File: src/hw/rtl/srrb_pkg.sv
`default_nettype none
// ----------------------------------------------------------------------------
// srrb_pkg
// Shared types, widths and constants of the selective-repeat reorder buffer.
// ----------------------------------------------------------------------------
package srrb_pkg;

  localparam int SEQ_W        = 32;
  localparam int WORD_W       = 64;
  localparam int BC_W         = 4;
  localparam int BYTES_W      = 10;
  localparam int CFG_W        = 5;
  localparam int MAX_BC       = 8;

  localparam int MAX_WINDOW_DEF    = 16;
  localparam int MAX_PKT_WORDS_DEF = 64;

  localparam logic [CFG_W-1:0] WINDOW_RESET = 5'd16;
  localparam logic [SEQ_W-1:0] EMPTY_SEQ    = 32'hFFFF_FFFF;

  // item queue between front and back
  localparam int FQ_DEPTH = 2;

  // remainder unit: sequence bits consumed per cycle
  localparam int MOD_BITS   = 8;
  localparam int MOD_CYCLES = SEQ_W / MOD_BITS;

  typedef enum logic {
    OP_STORE    = 1'b0,
    OP_RETRIEVE = 1'b1
  } op_e;

  typedef struct packed {
    op_e               op;
    logic [WORD_W-1:0] word;
    logic [BC_W-1:0]   bc;
    logic              last;
  } item_t;

  // counts above eight bytes count as eight
  function automatic logic [BC_W-1:0] clamp_bc(input logic [BC_W-1:0] bc);
    logic [BC_W-1:0] r;
    r = bc;
    if (bc > BC_W'(MAX_BC)) r = BC_W'(MAX_BC);
    return r;
  endfunction

endpackage
`default_nettype wire

File: src/hw/rtl/srrb_front.sv
`default_nettype none
// ----------------------------------------------------------------------------
// srrb_front
// Accepts input items, classifies them and queues them for the back end.
// ----------------------------------------------------------------------------
module srrb_front (
  input  wire logic                         clk_i,
  input  wire logic                         rst_ni,
  input  wire logic                         in_valid_i,
  output logic                              in_stall_o,
  input  wire logic                         cmd_i,
  input  wire logic [srrb_pkg::WORD_W-1:0]  data_word_i,
  input  wire logic [srrb_pkg::BC_W-1:0]    byte_count_i,
  input  wire logic                         last_word_i,
  output logic                              q_valid_o,
  output srrb_pkg::item_t                   q_item_o,
  input  wire logic                         q_pop_i
);

  localparam int PTR_W = (srrb_pkg::FQ_DEPTH > 1) ? $clog2(srrb_pkg::FQ_DEPTH) : 1;
  localparam int CNT_W = $clog2(srrb_pkg::FQ_DEPTH + 1);

  srrb_pkg::item_t   fifo_q [srrb_pkg::FQ_DEPTH];
  logic [PTR_W-1:0]  wptr_q, rptr_q;
  logic [CNT_W-1:0]  cnt_q;
  srrb_pkg::item_t   item_c;
  logic              push, pop;

  always_comb begin
    item_c.op   = cmd_i ? srrb_pkg::OP_RETRIEVE : srrb_pkg::OP_STORE;
    item_c.word = data_word_i;
    item_c.bc   = srrb_pkg::clamp_bc(byte_count_i);
    item_c.last = last_word_i;
  end

  assign in_stall_o = (cnt_q == CNT_W'(srrb_pkg::FQ_DEPTH));
  assign push       = in_valid_i && !in_stall_o;
  assign q_valid_o  = (cnt_q != '0);
  assign pop        = q_pop_i && q_valid_o;
  assign q_item_o   = fifo_q[rptr_q];

  always_ff @(posedge clk_i) begin
    if (push) begin
      fifo_q[wptr_q] <= item_c;
    end
  end

  always_ff @(posedge clk_i or negedge rst_ni) begin
    if (!rst_ni) begin
      wptr_q <= '0;
      rptr_q <= '0;
      cnt_q  <= '0;
    end else begin
      if (push) begin
        wptr_q <= (wptr_q == PTR_W'(srrb_pkg::FQ_DEPTH - 1)) ? '0 : wptr_q + 1'b1;
      end
      if (pop) begin
        rptr_q <= (rptr_q == PTR_W'(srrb_pkg::FQ_DEPTH - 1)) ? '0 : rptr_q + 1'b1;
      end
      if (push && !pop) begin
        cnt_q <= cnt_q + 1'b1;
      end else if (pop && !push) begin
        cnt_q <= cnt_q - 1'b1;
      end
    end
  end

endmodule
`default_nettype wire

File: config.mk
export PLATFORM = sky130hd
export DESIGN_NAME = srrb_front
export DESIGN_NICKNAME = d
export VERILOG_FILES = /design/src/hw/rtl/srrb_pkg.sv /design/src/hw/rtl/srrb_front.sv
export SDC_FILE = /design/constraint.sdc
export NUM_CORES = 1
export LEC_CHECK = 0
export BUFFER_PORTS_ARGS = -buffer_cell sky130_fd_sc_hd__buf_2
export CAP_MARGIN = 20
export CORE_MARGIN = 1.5
export CORE_UTILIZATION = 30
export CTS_BUF_LIST = sky130_fd_sc_hd__clkbuf_4
export DETAILED_ROUTE_END_ITERATION = 12
export PLACE_DENSITY = 0.51
export SLEW_MARGIN = 20
export SYNTH_ARGS = -nofsm -noshare
export SYNTH_HDL_FRONTEND = slang
export SYNTH_SLANG_ARGS = --single-unit
File: constraint.sdc
create_clock -name clk_i -period 5.3 [get_ports clk_i]
set_input_delay 0.265 -clock clk_i [delete_from_list [all_inputs] [get_ports clk_i]]
set_output_delay 0.265 -clock clk_i [all_outputs]
set_load 0.005 [all_outputs]
; ---- Word-level counts from Yosys, hierarchy flattened
; Memory sizes are Yosys's and may differ from the RTL's.
; Index checks and enable logic that the tools add are counted.
; W data, S select, Z words.
[totals]
regBits = 4
ramBits = 140
out_inout_bits = 72
word_cells = 27
mem_count = 1
[memory_table]
columns = memory, depth, word_bits, rd, rd_clocked_by_memory_dff, write_ports, line
row1 = fifo_q, 2, 70, 1, 0, 1, srrb_front.sv:23  ; srrb_pkg::item_t fifo_q [srrb_pkg::FQ_DEPTH];
[classes]
addsub = 4
n_lt_le_gt_ge = 1
eq_ne = 1
mux = 8
reduce_logical = 9
[ops]
columns = op, n
row1 = $mux W1, 5
row2 = $gt A4 B4 Y1 const B, 1
row3 = $logic_and A1 B1 Y1, 4
row4 = $mux W2, 2
row5 = $mux W4, 1
row6 = $reduce_bool A2 Y1, 2
row7 = $logic_not A1 Y1, 3
row8 = $add A1 B1 Y1 const B, 2
row9 = $add A2 B1 Y2 const B, 1
row10 = $eq A2 B2 Y1 const B, 1
row11 = $sub A2 B1 Y2 const B, 1

; ---- Depth between registers and ports, before layout
; Gate-level depths: netlist of the first run.
[depth]
depth_word = 7
mapped_depth = 7

; ---- Worst setup path after synthesis of the first run
; Ideal clock, no wire load.
[synth_timing]
path_kind = register to register
start = register cnt_q[0]
end = memory fifo_q[0][0] (netlist bit), enable pin
setup_time_ns = 0.498
arrival_time_ns = 3.547
required_time_ns = 4.802
slack_ns = 1.255
path_stages_with_launch = 4
n_path_buf = 0
synth_period_minus_slack_ns = 4.045
path_cell_list = dfrtp_1 nand2b_1 nand2_1 nor2_1
[synth_via]
elab_chain_cells = 5
[synth_lines]
columns = item, line
row1 = from (decl), srrb_front.sv:25  ; logic [CNT_W-1:0] cnt_q;
row2 = from (signal assigned), srrb_front.sv:61  ; cnt_q <= cnt_q + 1'b1;
row3 = from (signal assigned), srrb_front.sv:63  ; cnt_q <= cnt_q - 1'b1;
row4 = $eq A2 B2 Y1, srrb_front.sv:36  ; assign in_stall_o = (cnt_q == CNT_W'(srrb_pkg::FQ_DEPTH));
row5 = $logic_not A1 Y1, srrb_front.sv:37  ; assign push = in_valid_i && !in_stall_o;
row6 = $logic_and A1 B1 Y1, srrb_front.sv:37
row7 = $mux W1, srrb_front.sv:43  ; if (push) begin
row8 = $mux W1 (implied by the code), srrb_front.sv:44  ; fifo_q[wptr_q] <= item_c;
row9 = to (decl), srrb_front.sv:23
; Every way passes these cells.

==> results of run 1 <==
tightest hold or removal path, cell delays in order:
cell and delay, ns:
buf_2 0.10, nand2_1 0.14, xnor2_1 0.08
cell usage in the layout (no fill, tap or decap), types with 2 or more instances in the layout:
| cell | synthesis | final |
|---|---|---|
| dlygate4sd3_1 | 0 | 70 |
| buf_2 | 0 | 145 |
| bufinv_16 | 0 | 5 |
| mux2_4 | 69 | 69 |
| dfrtp_1 | 4 | 3 |
| xor2_1 | 2 | 2 |
| clkbuf_4 | 0 | 18 |
| nor2b_1 | 3 | 3 |
| clkinv_4 | 0 | 2 |
| inv_1 | 2 | 2 |
| xnor2_1 | 3 | 3 |
| edfxtp_1 | 140 | 140 |
| buf_4 | 0 | 2 |
| clkinv_2 | 0 | 3 |
| inv_6 | 0 | 2 |
power by group:
group / switching [W] / total, W / internal (W)
Combinational: 0.000458 / 0.00111 / 0.000652
Clock: 0.000392 / 0.000820 / 0.000427
Sequential: 0.000153 / 0.00171 / 0.00156
registers in the layout, summed over array words and instances (netlist names):
signal  cells
cnt_q       2
fifo_q    140
rptr_q      1
wptr_q      1
routing by layer:
| metal | vias to the layer above | wire, µm | GRT usage [%] |
|---|---|---|---|
| met2 | 94 | 5140 | 18.3 |
| met4 | 0 | 208 | 4.93 |
| li1 | 1396 | - | - |
| met3 | 18 | 656 | 4.82 |
| met1 | 1435 | 4420 | 12.4 |
| met5 | - | 0 | 0 |
metrics by stage:
stage	utilization (%)	hold slack [ns]	area (µm²)
after global routing	41.7	0.0129	7560
after detailed placement	35.9	0.0781	6510
final	41.7	0.0858	7560
after CTS	41.7	0.00953	7560
after floorplan	-	-0.0306	5630
after global placement	35.9	0.0757	6510
worst max-delay path by stage:
stage	start	end	slack [ns]	cells past startpoint
4_1_cts	rptr_q$_DFFE_PN0P_	q_item_o[3]	2.23	3
5_1_grt	rptr_q$_DFFE_PN0P_	q_item_o[3]	2.15	3
2_1_floorplan	cnt_q[0]$_DFFE_PN0P_	fifo_q[0][0]$_DFFE_PP_	1.25	3
3_5_place_dp	cnt_q[0]$_DFFE_PN0P_	fifo_q[0][68]$_DFFE_PP_	2.75	4
6_report	rptr_q$_DFFE_PN0P_	q_item_o[3]	2.36	3
3_3_place_gp	cnt_q[0]$_DFFE_PN0P_	fifo_q[0][64]$_DFFE_PP_	2.83	4
kinds of logic (layout without fill, tap and decap cells):
logic type	after synthesis	count (layout)	synth area share, %
xor+xnor	5	5	0.779
fa+ha+maj	1	1	0.222
buf+inv	11	251	2.89
flops	144	144	76.5
mux	70	70	18.6
other cells	0	1	0
simple gates	10	10	0.979
timing repair:
action                                  4_1_cts  5_1_grt
hold endpoints to repair                    139        0
endpoints found under the setup margin        0        0
hold buffers                                 70        0
final cells by class:
type                    instances  share of cell area [%]
flip-flops and latches        144                    57.0
repair buffers                217                    19.1
multi-input cells              86                    15.5
well taps                     229                    3.79
clock inverters                14                    2.80
clock buffers                  18                    1.79
inverters                       2                  0.0993
diodes                          1                  0.0331
==> results.cfg, run 1 <==
[timing]
rsz0062_at_grt = no
period_share_pct = 55.5
skew_ns = 0.0149
worst_pin_slew_ns = 1.03
fin_crit_ns = 2.94
tns_ns = 0
timing.final.hold_violations = 0
slew_headroom_pct = 31.2
postLayoutSetupSlackWorst_ns = 2.36
fmax_ghz = 0.340
finalSetupViolations = 0
drv_slew = 0

[placement]
numPortBuffers = 145
gp_congestion = 0.689
place_ws_ns = 2.75
place.detailed.instances = 608
dpl.hpwl_um = 6450

[floorplan]
std_cell_rows = 49
start_util_pct = 31.0
ioPinCount = 146
die-area_mm2 = 0.0196
core_mm2 = 0.0181
die_w_um = 140
die_h_um = 140

[cts]
post_cts_buffers = 0
root_buffer = clkbuf_4
worstSkewPairLatency_ns = 0.53
cts_buffer_depth = 2
cts_tree = done
numCtsBuffers = 17
clk_pin_slew_ns = 0.12
post_cts_resized = 0
cts_sinks = 144
htreeDepth = 4

[detailed_routing]
drt-vias-per-instance = 4.14
firstDrtPassIters = 8
drtIter0Drc = 119
num_vias = 2943
ant_nets = 0
drc = 8
drt-total-wl_um = 10400
wl_per_cell_um = 14.7

[yosys]
synth_area_leaders = edfxtp_1 (75%), mux2_4 (18%), buf_12 (2.5%), dfrtp_1 (1.8%), xnor2_1 (0.47%)
synth.most_common_cell = edfxtp_1
synth-async-reset-ratio_pct = 2.78
synth_flop_cell = edfxtp_1
synth.avg_cell_area_um2 = 23.3
ys_seq_elements = 144
synth_edf_count = 140
yosysWarnings = 0
synth_cells = 241
yosysUniqueCellTypes = 18
seq_area_frac_synth_pct = 76.5
netlist_area_mm2 = 0.00563
post-synth-top-area-cell = edfxtp_1
syn_nets = 316
synth_common_cells = edfxtp_1 (140), mux2_4 (69), buf_12 (7), dfrtp_1 (4)
netlist.area_leader.share_pct = 74.7

[grt]
grt_pass1_vias = 3206
grt-ovfl-total = 0
track_usage_pct = 11.1
grt_max_degree = 71
grt_pass1_wl_um = 16100
antenna_found_initial = 1

[finish]
nFillCells = 1673
drive_gt1_share_pct = 52.6
regArea_mm2 = 0.00431
instances_no_fill = 711
multiInputGateArea_mm2 = 0.00117
area_growth_pct = 34.5
nNetsFinal = 543

[worst_setup_path]
crit_fanout = 40
rr_endpoint = fifo_q[0][49]$_DFFE_PP_
startpoint_type = flop
endpoint_kind = output port
crit_type = reg2out
crit_path_top_delay_cell = dfrtp_4
cpPeakStageDelay_ns = 0.95
worstPathRequired_ns = 5.04
reg2reg_slack_ns = 2.82
arrival_ns = 2.68
crit_buf_inv = 2
r2r_start = cnt_q[0]$_DFFE_PN0P_
critical_path.top_delay_family = flip-flops
r2r_cells = 4
worstPathCellList = buf_4, mux2_4, buf_2

[pwr]
p_total_w = 0.00364
peakVddDrop_v = 0.000395
p_leak_nw = 3.04
p_per_area_mw_per_mm2 = 481

[run]
drv_cap = 0

[run_status]
violations = DRC
status = finished with violations

[worst_hold_path]
min_path_cells = 3
worst_hold_path.endpoint = wptr_q$_DFFE_PN0P_
min_path_type = in2reg
hp-start = in_valid_i
Power figures use the tool's default switching activity.
==> run 2, diff against run 1 <==
ABC_AREA = 1   (was default)
PLACE_DENSITY = 0.52   (was 0.51)
clock period = 3 ns   (was 5.3 ns; I/O delays follow)
==> run 2 against run 1 <==
  * The run now ends clean
  * Core utilization increased by 0.88 points
  * Register-to-register slack got worse by 1.6 ns
  * Global-route usage increased by 1.6 points
  * Synthesized area decreased by 4.3%
  * Clock power increased by 77%
  * Largest power group unchanged
  * First-iteration DRC count increased by 28%
==> results.cfg, run 2 <==
[run_status]
status = complete, no violations

[timing]
postLayoutSetupSlackWorst_ns = 1.07
rsz0062_at_grt = no
fin_crit_ns = 1.93
period_share_pct = 64.3
skew_ns = 0.0124
timing.final.hold_violations = 0
drv_slew = 0
fin_hold_ws_ns = 0.313
finalSetupViolations = 0
slew_headroom_pct = 61.9
fmax_ghz = 0.519
worst_pin_slew_ns = 0.572
tns_ns = 0

[grt]
grt_max_degree = 72
grt_pass1_vias = 3570
antenna_found_initial = 0
grt_pass1_wl_um = 17500
grt-ovfl-total = 0
track_usage_pct = 12.6

[floorplan]
start_util_pct = 30.9
ioPinCount = 146
die_w_um = 137
die_h_um = 137
core_mm2 = 0.0174
die-area_mm2 = 0.0188
std_cell_rows = 48

[cts]
clk_pin_slew_ns = 0.13
hold_buffers = 74
post_cts_buffers = 0
cts_tree = done
post_cts_resized = 0
cts_buffer_depth = 2
worstSkewPairLatency_ns = 0.55
root_buffer = clkbuf_4
numCtsBuffers = 17
cts_sinks = 144
htreeDepth = 4

[yosys]
yosysWarnings = 0
seq_area_frac_synth_pct = 79.9
yosysUniqueCellTypes = 18
ys_seq_elements = 144
synth.avg_cell_area_um2 = 13.3
synth_flop_cell = edfxtp_1
netlist.area_leader.share_pct = 78.1
syn_nets = 479
synth.most_common_cell = nand2_1
synth_common_cells = nand2_1 (220), edfxtp_1 (140), inv_1 (9), buf_6 (8), buf_2 (6)
synth_area_leaders = edfxtp_1 (78%), nand2_1 (15%), dfrtp_1 (1.9%), buf_6 (1.7%), inv_1 (0.63%)
netlist_area_mm2 = 0.00538
synth_edf_count = 140
post-synth-top-area-cell = edfxtp_1
synth_cells = 404
synth-async-reset-ratio_pct = 2.78

[finish]
area_growth_pct = 37.7
nNetsFinal = 707
postLayoutCoreUtil_pct = 42.6
instances_no_fill = 870
diodes = 0
final_common_cell = nand2_1
top_register = fifo_q
drive_gt1_share_pct = 29.5
reg_top3 = fifo_q x140, cnt_q x2
final_cell_mix = nand2_1 (220), buf_2 (145), edfxtp_1 (140)
largest_reg_flops = 140
nFillCells = 1650

[placement]
gp_congestion = 0.700
numPortBuffers = 145
place_ws_ns = 1.24
dpl.hpwl_um = 6980
place.detailed.instances = 764

[pwr]
p_leak_nw = 3.19
p_per_area_mw_per_mm2 = 843
peakVddDrop_v = 0.000365

[detailed_routing]
drtIter0Drc = 152
num_vias = 3644
ant_nets = 0
wl_per_cell_um = 13.2
firstDrtPassIters = 5
drt-vias-per-instance = 4.19
drt-total-wl_um = 11500
drc = 0

[worst_setup_path]
arrival_ns = 1.78
crit_type = reg2out
r2r_cells = 6
worstPathRequired_ns = 2.85
crit_fanout = 71
startpoint_type = flop
endpoint_kind = output port

[run]
drv_cap = 0

[worst_hold_path]
min_path_cells = 2
min_path_type = in2reg
==> run 2: cell families after synthesis <==
| family | synth area share [%] |
|---|---|
| fa+ha+maj | 0.232 |
| compound gates | 0.0929 |
| xor+xnor | 0.163 |
| simple gates | 16.3 |
| flops | 79.9 |
| buf+inv | 3.30 |
==> run 2: area by class of cell <==
class | count | area, µm² | share of cell area [%]
Sequential cell | 144 | 4310 | 58.1
Tap cell | 225 | 282 | 3.80
Timing Repair Buffer | 225 | 1520 | 20.6
Clock inverter | 15 | 216 | 2.92
Clock buffer | 17 | 128 | 1.72
Inverter | 11 | 47.5 | 0.641
Multi-Input combinational cell | 233 | 910 | 12.3
==> run 2: path summary, 6_finish.rpt <==
kind / end / startpoint / slack (ns)
hold / removal: fifo_q[0][0]$_DFFE_PP_ / last_word_i / 0.31
setup / recovery: q_item_o[24] / rptr_q$_DFFE_PN0P_ / 1.07
min in group asynchronous: cnt_q[0]$_DFFE_PN0P_ / rst_ni / 0.49
hold reg to reg: cnt_q[1]$_DFFE_PN0P_ / cnt_q[1]$_DFFE_PN0P_ / 0.49
max in group asynchronous: rptr_q$_DFFE_PN0P_ / rst_ni / 2.31
setup reg to reg: fifo_q[0][16]$_DFFE_PP_ / cnt_q[1]$_DFFE_PN0P_ / 1.26
==> run 2: metrics by stage <==
| stage | area, µm² | total power [W] |
|---|---|---|
| final | 7410 | 0.00625 |
| after global routing | 7410 | 0.00669 |
| after CTS | 7410 | 0.00637 |
| after detailed placement | 6330 | 0.00485 |
| after global placement | 6330 | 0.00480 |
| after floorplan | 5390 | 0.00404 |
==> run 2: layer usage <==
layer  global-route usage [%]  vias to the layer above  share of wire [%]
met5                        0                        -                  0
met4                     4.56                        0                1.3
met3                     4.85                       13                6.1
met2                     22.1                      105                 50
met1                     14.0                     1722                 42
li1                         -                     1804                  -
==> run 2: critical path, stage by stage, from the launching register on <==
cell	delay, ns
dfrtp_2	0.46
inv_6	0.41
nand2_1	0.11
nand2_1	0.10
buf_2	0.11
==> run 2: power breakdown <==
part | internal [W] | leakage, nW | total [W] | switching, W
Combinational | 0.000729 | 1.66 | 0.00195 | 0.00123
Sequential | 0.00274 | 1.35 | 0.00285 | 0.000111
Clock | 0.000742 | 0.183 | 0.00145 | 0.000704
Total | 0.00421 | 3.19 | 0.00625 | 0.00204
==> run 3, diff against run 2 <==
ABC_AREA = 0   (was 1)
PLACE_DENSITY = 0.53   (was 0.52)
clock period = 1.6 ns   (was 3 ns; I/O delays follow)
==> run 3 against run 2 <==
  * The run now ends with DRC, setup timing left
  * Register-to-register slack worse by 1.2 ns
  * Cell count down 17%
  * Sequential power grew 89%
  * Clock-buffer cell count up 2
  * Power is 100% higher
  * Wire length shrank 6.8%
  * Clock skew grew 0.0072 ns
  * Combinational power rose to 2.5 times the previous value
  * Core utilization grew 1.3 points
  * Setup slack lost 1.3 ns
  * Via count fell by 18%
  * Die area is 4.4% higher
  * Critical endpoint is now q_item_o[40]
  * Largest cell class unchanged
  * Largest power group unchanged
==> results.cfg, run 3 (synthesis results as in run 1) <==
[timing]
rsz0062_at_grt = yes
finalSetupViolations = 70
slew_headroom_pct = 80.3
tns_ns = -14.64
drv_slew = 0
fin_crit_ns = 1.84
worst_pin_slew_ns = 0.295
skew_ns = 0.0196
postLayoutSetupSlackWorst_ns = -0.237
period_share_pct = 115
fmax_ghz = 0.544
timing.final.hold_violations = 0

[floorplan]
start_util_pct = 31.0
die_h_um = 140
std_cell_rows = 49
die_w_um = 140
ioPinCount = 146
core_mm2 = 0.0181
die-area_mm2 = 0.0196

[worst_setup_path]
r2r_start = cnt_q[1]$_DFFE_PN0P_
startpoint = rptr_q$_DFFE_PN0P_
startpoint_type = flop
endpoint_kind = output port
crit_type = reg2out
worstPathRequired_ns = 1.52
crit_fanout = 10
arrival_ns = 1.76

[run]
drv_cap = 0

[finish]
area_growth_pct = 41.6
largest_reg_flops = 140
final_cell_mix = edfxtp_1 (140), buf_2 (104), dlygate4sd3_1 (74)
diodes = 0
postLayoutCoreUtil_pct = 43.9
drive_gt1_share_pct = 52.6
final_common_cell = edfxtp_1
nNetsFinal = 556
reg_top3 = fifo_q x140, cnt_q x2
final_area_mm2 = 0.00797
top_register = fifo_q

[grt]
grt_max_degree = 46
grt_pass1_vias = 3279
track_usage_pct = 11.4
grt_pass1_wl_um = 16500
antenna_found_initial = 0
grt-ovfl-total = 0

[detailed_routing]
top_layer_used = met4
num_vias = 2993
firstDrtPassIters = 8
routed-wl-met2_um = 5580
drc = 10
met3_length_um = 708
ant_nets = 0
drtIter0Drc = 101
wl_per_cell_um = 14.8
drt-total-wl_um = 10700
drt-vias-per-instance = 4.14
met1Wirelength_um = 4200

[cts]
cts_sinks = 144
cts_tree = done
clk_pin_slew_ns = 0.12
numCtsBuffers = 17
htreeDepth = 4
root_buffer = clkbuf_4
worstSkewPairLatency_ns = 0.53
cts_buffer_depth = 2

[placement]
place_area_mm2 = 0.00665
gp_congestion = 0.675
numPortBuffers = 145
dpl.hpwl_um = 6780

[worst_hold_path]
min_path_type = in2reg
hp-start = data_word_i[1]

[run_status]
violations = DRC, setup timing
status = finished with violations

[pwr]
p_leak_nw = 3.19
p_per_area_mw_per_mm2 = 1590
p_total_w = 0.0127
peakVddDrop_v = 0.000840
-- run 3: changes by cell type in the layout (fill, tap and decap cells not counted), sizes merged, moves of 2 or more --
cell	before	now
clkbuf	17	19
clkinv	9	7
nor2	6	2
bufinv	5	3
inv	11	2
buf	151	156
xnor2	1	3
mux2	0	70
nand3	2	0
clkinvlp	1	3
nor2b	0	3
nand2	221	2
xor2	0	2
-- run 3: where the power goes --
| part | total [W] | leakage (nW) | internal (W) | switching (W) |
|---|---|---|---|---|
| logic | 0.00496 | 1.69 | 0.00297 | 0.00198 |
| registers | 0.00540 | 1.35 | 0.00515 | 0.000250 |
| clock network | 0.00232 | 0.146 | 0.00109 | 0.00123 |
| total | 0.0127 | 3.19 | 0.00922 | 0.00346 |
-- run 3: stage by stage --
step,instances,hold slack [ns],setup slack (ns)
final,723,0.265,-0.237
after global routing,723,0.199,-0.356
after CTS,721,0.193,-0.324
after detailed placement,614,-0.108,0.103
after global placement,614,-0.108,0.181
after floorplan,241,-0.216,-0.457
-- run 3: what timing repair did --
action,4_1_cts,5_1_grt
hold endpoints to repair,147,0
resized for setup,43,1
setup buffers,1,2
hold buffers,74,0
setup endpoints to repair,70,71
-- run 3: layer usage --
metal | track usage [%] | vias up
li1 | - | 1424
met1 | 11.7 | 1456
met2 | 20.6 | 97
met3 | 4.41 | 16
met4 | 5.04 | 0
met5 | 0 | -
-- run 3: path summary, 6_finish.rpt --
kind                       depth (start not counted)                      end  slack (ns)
max                                                3             q_item_o[40]       -0.24
min                                                2   fifo_q[0][6]$_DFFE_PP_        0.27
max reg2reg                                        4  fifo_q[1][28]$_DFFE_PP_        0.10
min reg2reg                                        1     cnt_q[1]$_DFFE_PN0P_        0.51
max in group asynchronous                          3       rptr_q$_DFFE_PN0P_        0.96
min in group asynchronous                          3       rptr_q$_DFFE_PN0P_        0.45
-- run 3: layout make-up --
type / count / area, µm²
multi-input combinational: 86 / 1190
fill: 1637 / 10200
inverter: 2 / 7.51
timing repair buffer: 230 / 1890
tap: 229 / 287
clock inverter: 13 / 145
clock buffer: 19 / 143
sequential: 144 / 4310
-- run 3: critical path, cell delays in order (launching register included) --
cell,delay [ns]
dfrtp_4,0.56
buf_4,0.22
mux2_4,0.31
buf_2,0.13
